[src/design/mirr_pkg.sv]
// ----------------------------------------------------------------------------
// mirr_pkg: multiply instruction register rewriter package
// Shared types, step codes and helpers for the rewriter front, queue and back.
// ----------------------------------------------------------------------------
package mirr_pkg;

  localparam int unsigned QueueDepth = 2;

  localparam logic [31:0] GroupMask  = 32'h1F00_0000;
  localparam logic [31:0] GroupMatch = 32'h1B00_0000;
  localparam logic [4:0]  RegZero    = 5'd31;
  localparam logic [4:0]  RegNine    = 5'd9;
  localparam logic [4:0]  RegScrN    = 5'd16;
  localparam logic [4:0]  RegScrM    = 5'd17;
  localparam logic [7:0]  SlotNine   = 8'(9 * 8);

  // op31 codes of the 3-source multiply group
  localparam logic [2:0] OpMadd    = 3'd0;
  localparam logic [2:0] OpSmaddl  = 3'd1;
  localparam logic [2:0] OpSmulh   = 3'd2;
  localparam logic [2:0] OpUnalloc = 3'd3;
  localparam logic [2:0] OpUmaddl  = 3'd5;
  localparam logic [2:0] OpUmulh   = 3'd6;

  localparam int unsigned NumSteps = 8;

  // step bits, lowest first in run order
  localparam int unsigned StepLoadRn   = 0;
  localparam int unsigned StepLoadRm   = 1;
  localparam int unsigned StepSave9    = 2;
  localparam int unsigned StepLoadRa   = 3;
  localparam int unsigned StepEmit     = 4;
  localparam int unsigned StepRestore9 = 5;
  localparam int unsigned StepWrBack   = 6;
  localparam int unsigned StepReject   = 7;

  typedef enum logic [2:0] {
    ActLoad   = 3'd0,
    ActStore  = 3'd1,
    ActEmit   = 3'd2,
    ActMove   = 3'd3,
    ActReject = 3'd4
  } action_e;

  typedef struct packed {
    logic [NumSteps-1:0] steps;
    logic [4:0]          rn;
    logic [4:0]          rm;
    logic [4:0]          ra;
    logic [4:0]          rd;
    logic                wb_move;
    logic [31:0]         native_word;
  } plan_t;

  typedef struct packed {
    action_e     action;
    logic [4:0]  host_reg;
    logic [4:0]  source_reg;
    logic [7:0]  slot_offset;
    logic [31:0] native_word;
    logic        last;
  } result_t;

  function automatic logic is_reserved(logic [4:0] r);
    return (r == 5'd16) || (r == 5'd17) || (r == 5'd18) || (r == 5'd28) || (r == 5'd30);
  endfunction

  function automatic logic [7:0] slot_of(logic [4:0] r);
    return {r, 3'b000};
  endfunction

endpackage

[src/design/multiply_instruction_register_rewriter_unit.sv]
// ----------------------------------------------------------------------------
// multiply_instruction_register_rewriter_unit: AArch64 multiply rewriter
// Accepted items enter the plan queue; each action is then registered for output.
// Throughput: one action per cycle while the result is free or popped; an item has
// one to seven actions, walked in order by the back sequencer at the queue head.
// Reset: asynchronous, clears the plan queue, sequencer progress and result valid.
// ----------------------------------------------------------------------------
module multiply_instruction_register_rewriter_unit #(
  parameter int unsigned QueueDepth = mirr_pkg::QueueDepth
) (
  input  logic        clk_i,
  input  logic        rst_ni,
  input  logic        push,
  output logic        full,
  input  logic [31:0] instr_word_i,
  output logic        empty,
  input  logic        pop,
  output logic [2:0]  action_o,
  output logic [4:0]  host_reg_o,
  output logic [4:0]  source_reg_o,
  output logic [7:0]  slot_offset_o,
  output logic [31:0] native_word_o,
  output logic        last_o
);

  mirr_pkg::plan_t   new_plan, head_plan;
  mirr_pkg::result_t res;
  logic              head_valid, head_pop, res_valid;

  mirr_front u_front (
    .instr_word_i (instr_word_i),
    .plan_o       (new_plan)
  );

  mirr_queue #(
    .Depth (QueueDepth)
  ) u_queue (
    .clk_i   (clk_i),
    .rst_ni  (rst_ni),
    .push_i  (push),
    .data_i  (new_plan),
    .full_o  (full),
    .pop_i   (head_pop),
    .valid_o (head_valid),
    .data_o  (head_plan)
  );

  mirr_back u_back (
    .clk_i        (clk_i),
    .rst_ni       (rst_ni),
    .plan_valid_i (head_valid),
    .plan_i       (head_plan),
    .plan_pop_o   (head_pop),
    .res_valid_o  (res_valid),
    .res_o        (res),
    .res_pop_i    (pop)
  );

  assign empty         = !res_valid;
  assign action_o      = res.action;
  assign host_reg_o    = res.host_reg;
  assign source_reg_o  = res.source_reg;
  assign slot_offset_o = res.slot_offset;
  assign native_word_o = res.native_word;
  assign last_o        = res.last;

endmodule

[src/design/mirr_front.sv]
// ----------------------------------------------------------------------------
// mirr_front: instruction classifier
// Checks the multiply form and builds the action plan and rewritten word.
// ----------------------------------------------------------------------------
module mirr_front (
  input  logic [31:0]         instr_word_i,
  output mirr_pkg::plan_t     plan_o
);

  logic [2:0] op;
  logic [4:0] rm, ra, rn, rd, nd;
  logic       group_ok, mulh_ok, accepted;
  logic       rn_res, rm_res, ra_res, rd_res;

  assign op = instr_word_i[23:21];
  assign rm = instr_word_i[20:16];
  assign ra = instr_word_i[14:10];
  assign rn = instr_word_i[9:5];
  assign rd = instr_word_i[4:0];

  assign group_ok = (instr_word_i & mirr_pkg::GroupMask) == mirr_pkg::GroupMatch;
  assign mulh_ok  = (op == mirr_pkg::OpSmulh || op == mirr_pkg::OpUmulh) &&
                    !instr_word_i[15] && (ra == mirr_pkg::RegZero);

  always_comb begin
    accepted = 1'b0;
    if (group_ok) begin
      if (op == mirr_pkg::OpMadd) begin
        accepted = 1'b1;
      end else if (instr_word_i[31]) begin
        accepted = (op == mirr_pkg::OpSmaddl) || (op == mirr_pkg::OpUmaddl) || mulh_ok;
      end
    end
  end

  assign rn_res = mirr_pkg::is_reserved(rn);
  assign rm_res = mirr_pkg::is_reserved(rm);
  assign ra_res = mirr_pkg::is_reserved(ra);
  assign rd_res = (rd != mirr_pkg::RegZero) && mirr_pkg::is_reserved(rd);
  assign nd     = (rd_res || rd == mirr_pkg::RegNine) ? mirr_pkg::RegScrN : rd;

  always_comb begin
    plan_o = '0;
    plan_o.rn = rn;
    plan_o.rm = rm;
    plan_o.ra = ra;
    plan_o.rd = rd;
    plan_o.wb_move = (rd == mirr_pkg::RegNine);
    plan_o.native_word = {instr_word_i[31:21], rm_res ? mirr_pkg::RegScrM : rm,
                          instr_word_i[15], ra_res ? mirr_pkg::RegNine : ra,
                          rn_res ? mirr_pkg::RegScrN : rn, nd};
    if (!accepted) begin
      plan_o.steps[mirr_pkg::StepReject] = 1'b1;
    end else begin
      plan_o.steps[mirr_pkg::StepLoadRn]   = rn_res;
      plan_o.steps[mirr_pkg::StepLoadRm]   = rm_res;
      plan_o.steps[mirr_pkg::StepSave9]    = ra_res;
      plan_o.steps[mirr_pkg::StepLoadRa]   = ra_res;
      plan_o.steps[mirr_pkg::StepEmit]     = 1'b1;
      plan_o.steps[mirr_pkg::StepRestore9] = ra_res;
      plan_o.steps[mirr_pkg::StepWrBack]   = rd_res || (rd == mirr_pkg::RegNine);
    end
  end

endmodule

[src/design/mirr_queue.sv]
// ----------------------------------------------------------------------------
// mirr_queue: plan queue
// Short register queue between the classifier and the action sequencer.
// ----------------------------------------------------------------------------
module mirr_queue #(
  parameter int unsigned Depth = mirr_pkg::QueueDepth
) (
  input  logic            clk_i,
  input  logic            rst_ni,
  input  logic            push_i,
  input  mirr_pkg::plan_t data_i,
  output logic            full_o,
  input  logic            pop_i,
  output logic            valid_o,
  output mirr_pkg::plan_t data_o
);

  localparam int unsigned PtrW = (Depth > 1) ? $clog2(Depth) : 1;
  localparam int unsigned CntW = $clog2(Depth + 1);

  mirr_pkg::plan_t mem_q [Depth];
  logic [PtrW-1:0] wr_ptr_q, wr_ptr_d, rd_ptr_q, rd_ptr_d;
  logic [CntW-1:0] count_q, count_d;
  logic            do_push, do_pop;

  assign full_o  = (count_q == CntW'(Depth));
  assign valid_o = (count_q != '0);
  assign data_o  = mem_q[rd_ptr_q];
  assign do_push = push_i && !full_o;
  assign do_pop  = pop_i && valid_o;

  always_comb begin
    wr_ptr_d = wr_ptr_q;
    rd_ptr_d = rd_ptr_q;
    count_d  = count_q;
    if (do_push) begin
      wr_ptr_d = (wr_ptr_q == PtrW'(Depth - 1)) ? '0 : wr_ptr_q + 1'b1;
    end
    if (do_pop) begin
      rd_ptr_d = (rd_ptr_q == PtrW'(Depth - 1)) ? '0 : rd_ptr_q + 1'b1;
    end
    if (do_push && !do_pop) begin
      count_d = count_q + 1'b1;
    end else if (do_pop && !do_push) begin
      count_d = count_q - 1'b1;
    end
  end

  always_ff @(posedge clk_i or negedge rst_ni) begin
    if (!rst_ni) begin
      wr_ptr_q <= '0;
      rd_ptr_q <= '0;
      count_q  <= '0;
    end else begin
      wr_ptr_q <= wr_ptr_d;
      rd_ptr_q <= rd_ptr_d;
      count_q  <= count_d;
    end
  end

  always_ff @(posedge clk_i) begin
    if (do_push) begin
      mem_q[wr_ptr_q] <= data_i;
    end
  end

  assert property (@(posedge clk_i) disable iff (!rst_ni)
    count_q <= CntW'(Depth))
    else $error("queue count overflow");

  assert property (@(posedge clk_i) disable iff (!rst_ni)
    (do_push && !do_pop) |=> (count_q == $past(count_q) + 1'b1))
    else $error("queue count did not advance on push");

  assert property (@(posedge clk_i) disable iff (!rst_ni)
    (count_q == '0) |-> (wr_ptr_q == rd_ptr_q))
    else $error("empty queue with unequal pointers");

endmodule

[src/design/mirr_back.sv]
// ----------------------------------------------------------------------------
// mirr_back: action sequencer
// Walks the head plan one action per cycle into res_q while free or popped.
// ----------------------------------------------------------------------------
module mirr_back (
  input  logic              clk_i,
  input  logic              rst_ni,
  input  logic              plan_valid_i,
  input  mirr_pkg::plan_t   plan_i,
  output logic              plan_pop_o,
  output logic              res_valid_o,
  output mirr_pkg::result_t res_o,
  input  logic              res_pop_i
);

  typedef logic [mirr_pkg::NumSteps-1:0] steps_t;

  steps_t                        done_q, done_d, pending, pick;
  logic                          out_valid_q, out_valid_d, load;
  mirr_pkg::result_t             res_q, res_d;

  assign pending = plan_valid_i ? (plan_i.steps & ~done_q) : '0;
  assign pick    = pending & (~pending + 1'b1);
  assign load    = plan_valid_i && (!out_valid_q || res_pop_i);
  assign plan_pop_o = load && ((pending & ~pick) == '0);

  always_comb begin
    res_d = '0;
    res_d.last = ((pending & ~pick) == '0);
    case (pick)
      (steps_t'(1) << mirr_pkg::StepLoadRn): begin
        res_d.action      = mirr_pkg::ActLoad;
        res_d.host_reg    = mirr_pkg::RegScrN;
        res_d.slot_offset = mirr_pkg::slot_of(plan_i.rn);
      end
      (steps_t'(1) << mirr_pkg::StepLoadRm): begin
        res_d.action      = mirr_pkg::ActLoad;
        res_d.host_reg    = mirr_pkg::RegScrM;
        res_d.slot_offset = mirr_pkg::slot_of(plan_i.rm);
      end
      (steps_t'(1) << mirr_pkg::StepSave9): begin
        res_d.action      = mirr_pkg::ActStore;
        res_d.host_reg    = mirr_pkg::RegNine;
        res_d.slot_offset = mirr_pkg::SlotNine;
      end
      (steps_t'(1) << mirr_pkg::StepLoadRa): begin
        res_d.action      = mirr_pkg::ActLoad;
        res_d.host_reg    = mirr_pkg::RegNine;
        res_d.slot_offset = mirr_pkg::slot_of(plan_i.ra);
      end
      (steps_t'(1) << mirr_pkg::StepEmit): begin
        res_d.action      = mirr_pkg::ActEmit;
        res_d.native_word = plan_i.native_word;
      end
      (steps_t'(1) << mirr_pkg::StepRestore9): begin
        res_d.action      = mirr_pkg::ActLoad;
        res_d.host_reg    = mirr_pkg::RegNine;
        res_d.slot_offset = mirr_pkg::SlotNine;
      end
      (steps_t'(1) << mirr_pkg::StepWrBack): begin
        if (plan_i.wb_move) begin
          res_d.action     = mirr_pkg::ActMove;
          res_d.host_reg   = mirr_pkg::RegNine;
          res_d.source_reg = mirr_pkg::RegScrN;
        end else begin
          res_d.action      = mirr_pkg::ActStore;
          res_d.host_reg    = mirr_pkg::RegScrN;
          res_d.slot_offset = mirr_pkg::slot_of(plan_i.rd);
        end
      end
      default: begin
        res_d.action = mirr_pkg::ActReject;
      end
    endcase
  end

  always_comb begin
    done_d      = done_q;
    out_valid_d = out_valid_q;
    if (res_pop_i && out_valid_q) begin
      out_valid_d = 1'b0;
    end
    if (load) begin
      out_valid_d = 1'b1;
      done_d      = plan_pop_o ? '0 : (done_q | pick);
    end
  end

  always_ff @(posedge clk_i or negedge rst_ni) begin
    if (!rst_ni) begin
      done_q      <= '0;
      out_valid_q <= 1'b0;
    end else begin
      done_q      <= done_d;
      out_valid_q <= out_valid_d;
    end
  end

  always_ff @(posedge clk_i) begin
    if (load) begin
      res_q <= res_d;
    end
  end

  assign res_valid_o = out_valid_q;
  assign res_o       = res_q;

  assert property (@(posedge clk_i) disable iff (!rst_ni)
    plan_valid_i |-> ((done_q & ~plan_i.steps) == '0))
    else $error("done steps outside head plan");

  assert property (@(posedge clk_i) disable iff (!rst_ni)
    !plan_valid_i |-> (done_q == '0))
    else $error("stale progress with no plan");

  assert property (@(posedge clk_i) disable iff (!rst_ni)
    (plan_valid_i && plan_i.steps[mirr_pkg::StepReject]) |->
      (plan_i.steps == (steps_t'(1) << mirr_pkg::StepReject)))
    else $error("rejected plan carries other steps");

  assert property (@(posedge clk_i) disable iff (!rst_ni)
    load |-> $onehot(pick))
    else $error("sequencer loaded without a step");

endmodule
[config.mk]
export PLATFORM = sky130hd
export DESIGN_NAME = multiply_instruction_register_rewriter_unit
export DESIGN_NICKNAME = d
export VERILOG_FILES = /design/src/design/mirr_pkg.sv /design/src/design/multiply_instruction_register_rewriter_unit.sv /design/src/design/mirr_front.sv /design/src/design/mirr_queue.sv /design/src/design/mirr_back.sv
export SDC_FILE = /design/constraint.sdc
export NUM_CORES = 1
export LEC_CHECK = 0
export ABC_AREA = 1
export BUFFER_PORTS_ARGS = -buffer_cell sky130_fd_sc_hd__buf_2
export CELL_PAD_IN_SITES_DETAIL_PLACEMENT = 0
export CELL_PAD_IN_SITES_GLOBAL_PLACEMENT = 1
export CORE_ASPECT_RATIO = 0.6
export CORE_MARGIN = 4
export CORE_UTILIZATION = 50
export DETAILED_ROUTE_END_ITERATION = 7
export GPL_TIMING_DRIVEN = 0
export PLACE_DENSITY = 0.84
export SLEW_MARGIN = 40
export SYNTH_ARGS = -nofsm -noshare
export SYNTH_HDL_FRONTEND = slang
export SYNTH_SLANG_ARGS = --single-unit
[constraint.sdc]
create_clock -name clk_i -period 8.2 [get_ports clk_i]
set_clock_uncertainty 0.15 [all_clocks]
set_input_delay 0.41 -clock clk_i [delete_from_list [all_inputs] [get_ports clk_i]]
set_output_delay 0.41 -clock clk_i [all_outputs]
set_load 0.01 [all_outputs]
==> flow_summary_export.csv <==
group,metric,value,unit
detailed_routing,drc,0,
grt,grt_pass1_wl,23.7,mm
place,gp_congestion,0.810,
logic_synthesis,syn_area_per_cell,12.0,µm²
finish,antenna-diode-count,0,
finish,n_fill_cell,1108,
critical_path,crit_type,"register to register",
logic_synthesis,synth-seq-cells,176,
logic_synthesis,yosysSeqAreaShare,0.731,
timing,worst_pin_slew,0.688,ns
cts,ctsResizeCount,0,
power_and_ir_drop,peakVddDrop,178,µV
timing,slew_violations,0,
critical_path,crit_path_end_kind,"register",
place,placed_cell_area,8040,µm²
timing,grt_setup_unrepaired,"false",
finish,fin_area,8610,µm²
flow_run,cap_violations,0,
grt,grt_max_degree,21,
floorplan,die-area,16300,µm²
detailed_routing,via_count,4602,
cts,tritoncts,"built",
critical_path,max_stage_delay,0.45,ns
logic_synthesis,yosys_warnings,0,
finish,syn2layout_area_growth,20.6,%
floorplan,die_x,162,µm
critical_path,critical_path.top_delay_family,"simple AND/OR/NAND/NOR gates",
cts,htree_num_levels,4,
cts,worstSkewPairLatency,0.43,ns
timing,min_period,2.81,ns
critical_path,cp_slowest_cell,"dfrtp_1",
critical_path,crit_arrival,2.97,ns
grt,grt.total_usage,0.193,
cts,cts-buffers-inserted,17,
critical_path,path_common_cell,"nor2_1",
timing,hold_ws,0.0371,ns
place,dpl.hpwl,10.8,mm
timing,setup_violations,0,
power_and_ir_drop,p_total,0.00333,W
timing,hold_viol_final,0,
finish,layout_commonest_cell,"nand2_1",
floorplan,initial_core_util,0.516,
timing,slew_headroom,0.537,
logic_synthesis,async_reset_ff_frac,0.0739,
grt,antenna_found_initial,0,
critical_path,path_cells,"nor2_4 -> nor2_1 -> nand2_4 -> nand2_4 -> nor2_1 -> a21oi_1 -> nor2_1 -> nand3_4 -> ha_1 -> a21oi_1 -> o21ai_0 -> xor2_1",
grt,grt_pass1_vias,4436,
power_and_ir_drop,power.density,387,nW/µm²
floorplan,die_h,101,µm
critical_path,cp-start-kind,"register",
detailed_routing,vias_per_cell,5.01,
timing,finalSetupTns,0,ns
cts,clock_sinks,176,
logic_synthesis,syn_inst,595,
detailed_routing,routed_wl,15.4,mm
timing,period_share,0.343,
floorplan,core_region_area,13800,µm²
critical_path,crit_required,8.36,ns
finish,layout_common_cells,"nand2_1 (168), edfxtp_1 (163), buf_2 (89), inv_1 (61)",
finish,nets,751,
floorplan,num_rows,33,
logic_synthesis,synth_area,7140,µm²
detailed_routing,postRouteAntennaNets,0,
detailed_routing,drtPass1Iterations,5,
cts,root_buffer,"clkbuf_16",
critical_path,worstPathMaxFanout,10,
logic_synthesis,synth_cell_types,39,
detailed_routing,wire_per_inst,16.8,µm
cts,cts_buffer_depth,2,
run_status,status,"finished, final reports clean",
timing,clock.fmax,356,MHz
finish,drive_above_1_share,0.223,
worst_hold_path,hold_path_class,"primary input to register",
logic_synthesis,synth-edff-count,163,
floorplan,io_pins,92,
grt,grt-ovfl-total,0,
place,port_buffers,82,
detailed_routing,drt_iter0_drc,391,
power_and_ir_drop,p_leak,3.66,nW
cts,clk_pin_slew_worst_paths,0.07,ns
logic_synthesis,synth-main-ff-cell,"edfxtp_1",
critical_path,crit_buf_inv,0,
==> final timing paths <==
| kind | from | endpoint | slack (ns) | depth (start not counted) |
|---|---|---|---|---|
| min in group asynchronous | rst_ni | u_queue.count_q[0] | 0.25 | 2 |
| hold / removal | instr_word_i[30] | u_queue.mem_q[0][30] | 0.04 | 1 |
| setup / recovery | u_queue.count_q[0] | u_queue.count_q[1] | 5.39 | 12 |
| setup reg to reg | u_queue.count_q[0] | u_queue.count_q[1] | 5.39 | 12 |
| hold reg to reg | u_back.done_q[0] | u_back.done_q[0] | 0.40 | 3 |
| max in group asynchronous | rst_ni | u_back.done_q[2] | 7.40 | 2 |
==> per-stage QoR <==
| stage | worst slack (ns) | std cells | utilization |
|---|---|---|---|
| after detailed placement | 5.38 | 886 | 0.581 |
| after global placement | 2.64 | 877 | 0.565 |
| final | 5.39 | 919 | 0.622 |
| after CTS | 5.37 | 919 | 0.622 |
| after global routing | 5.12 | 919 | 0.622 |
| after floorplan | 4.25 | 603 | - |
==> flip-flops by register name, indices dropped and copies added, names as in the netlist <==
signal              flops
u_queue.mem_q         118
u_back.res_o           45
u_back.done_q           8
u_queue.count_q         2
u_back.res_valid_o      1
u_queue.rd_ptr_q        1
u_queue.wr_ptr_q        1
==> cell usage after synthesis (2+ instances only) <==
library cell,n,share of area
a21oi_1,46,0.032
buf_2,7,0.0049
buf_4,10,0.011
clkbuf_1,8,0.0042
clkbuf_8,2,0.0039
dfrtp_1,13,0.046
edfxtp_1,163,0.69
inv_1,61,0.032
inv_2,2,0.0011
nand2_1,168,0.088
nand2_4,3,0.0047
nand3_1,10,0.0070
nand3b_1,2,0.0021
nand4_1,2,0.0018
nor2_1,49,0.026
nor2_2,2,0.0018
nor2_4,2,0.0032
nor4_1,3,0.0026
o211ai_1,4,0.0042
o21ai_0,10,0.0070
o21bai_1,4,0.0042
o311ai_1,2,0.0025
or2_2,6,0.0053
==> routing by layer <==
metal | GRT usage | up-vias | wire length, µm
li1 | - | 2241 | -
met1 | 0.294 | 2180 | 7340
met2 | 0.279 | 163 | 6750
met3 | 0.0450 | 18 | 1170
met4 | 0.0578 | 0 | 196
met5 | 0 | - | 0
==> where the power goes <==
part           leakage (nW)  total [W]  internal [W]  switching [W]
registers              1.71    0.00139       0.00132      0.0000719
clock network         0.267   0.000774      0.000423       0.000351
logic                  1.68    0.00116      0.000384       0.000778
total                  3.66    0.00333       0.00213        0.00120
==> worst reg2reg max path: cells and delay by family, from the launching register on <==
kind,cells,cell delay [ns]
fa+ha+maj,1,0.37
flops,1,0.45
compound gates,3,0.33
simple gates,7,1.22
xor+xnor,1,0.15
==> logic make-up after synthesis <==
kind of cell / synth area share
and+or+nand+nor: 0.148
DFF: 0.731
buffers and inverters: 0.0566
AOI/OAI and AO/OA: 0.0594
xor gates and xnor gates: 0.00245
adders and majority gates: 0.00175
other: 0.000525
==> final cells by class <==
cell class / instances / area [µm²] / share of cell area
Timing Repair Buffer: 92 / 618 / 0.0718
Inverter: 63 / 236 / 0.0275
Tap cell: 192 / 240 / 0.0279
Clock inverter: 14 / 130 / 0.0151
Buffer: 27 / 168 / 0.0195
Sequential cell: 176 / 5220 / 0.606
Multi-Input combinational cell: 337 / 1570 / 0.182
Clock buffer: 18 / 429 / 0.0499
==> what timing repair did <==
action,CTS,global route
buffers inserted,0,0
endpoints found under the hold margin,13,0
hold buffers,1,0
No activity file was read; power rests on OpenSTA's default activity.
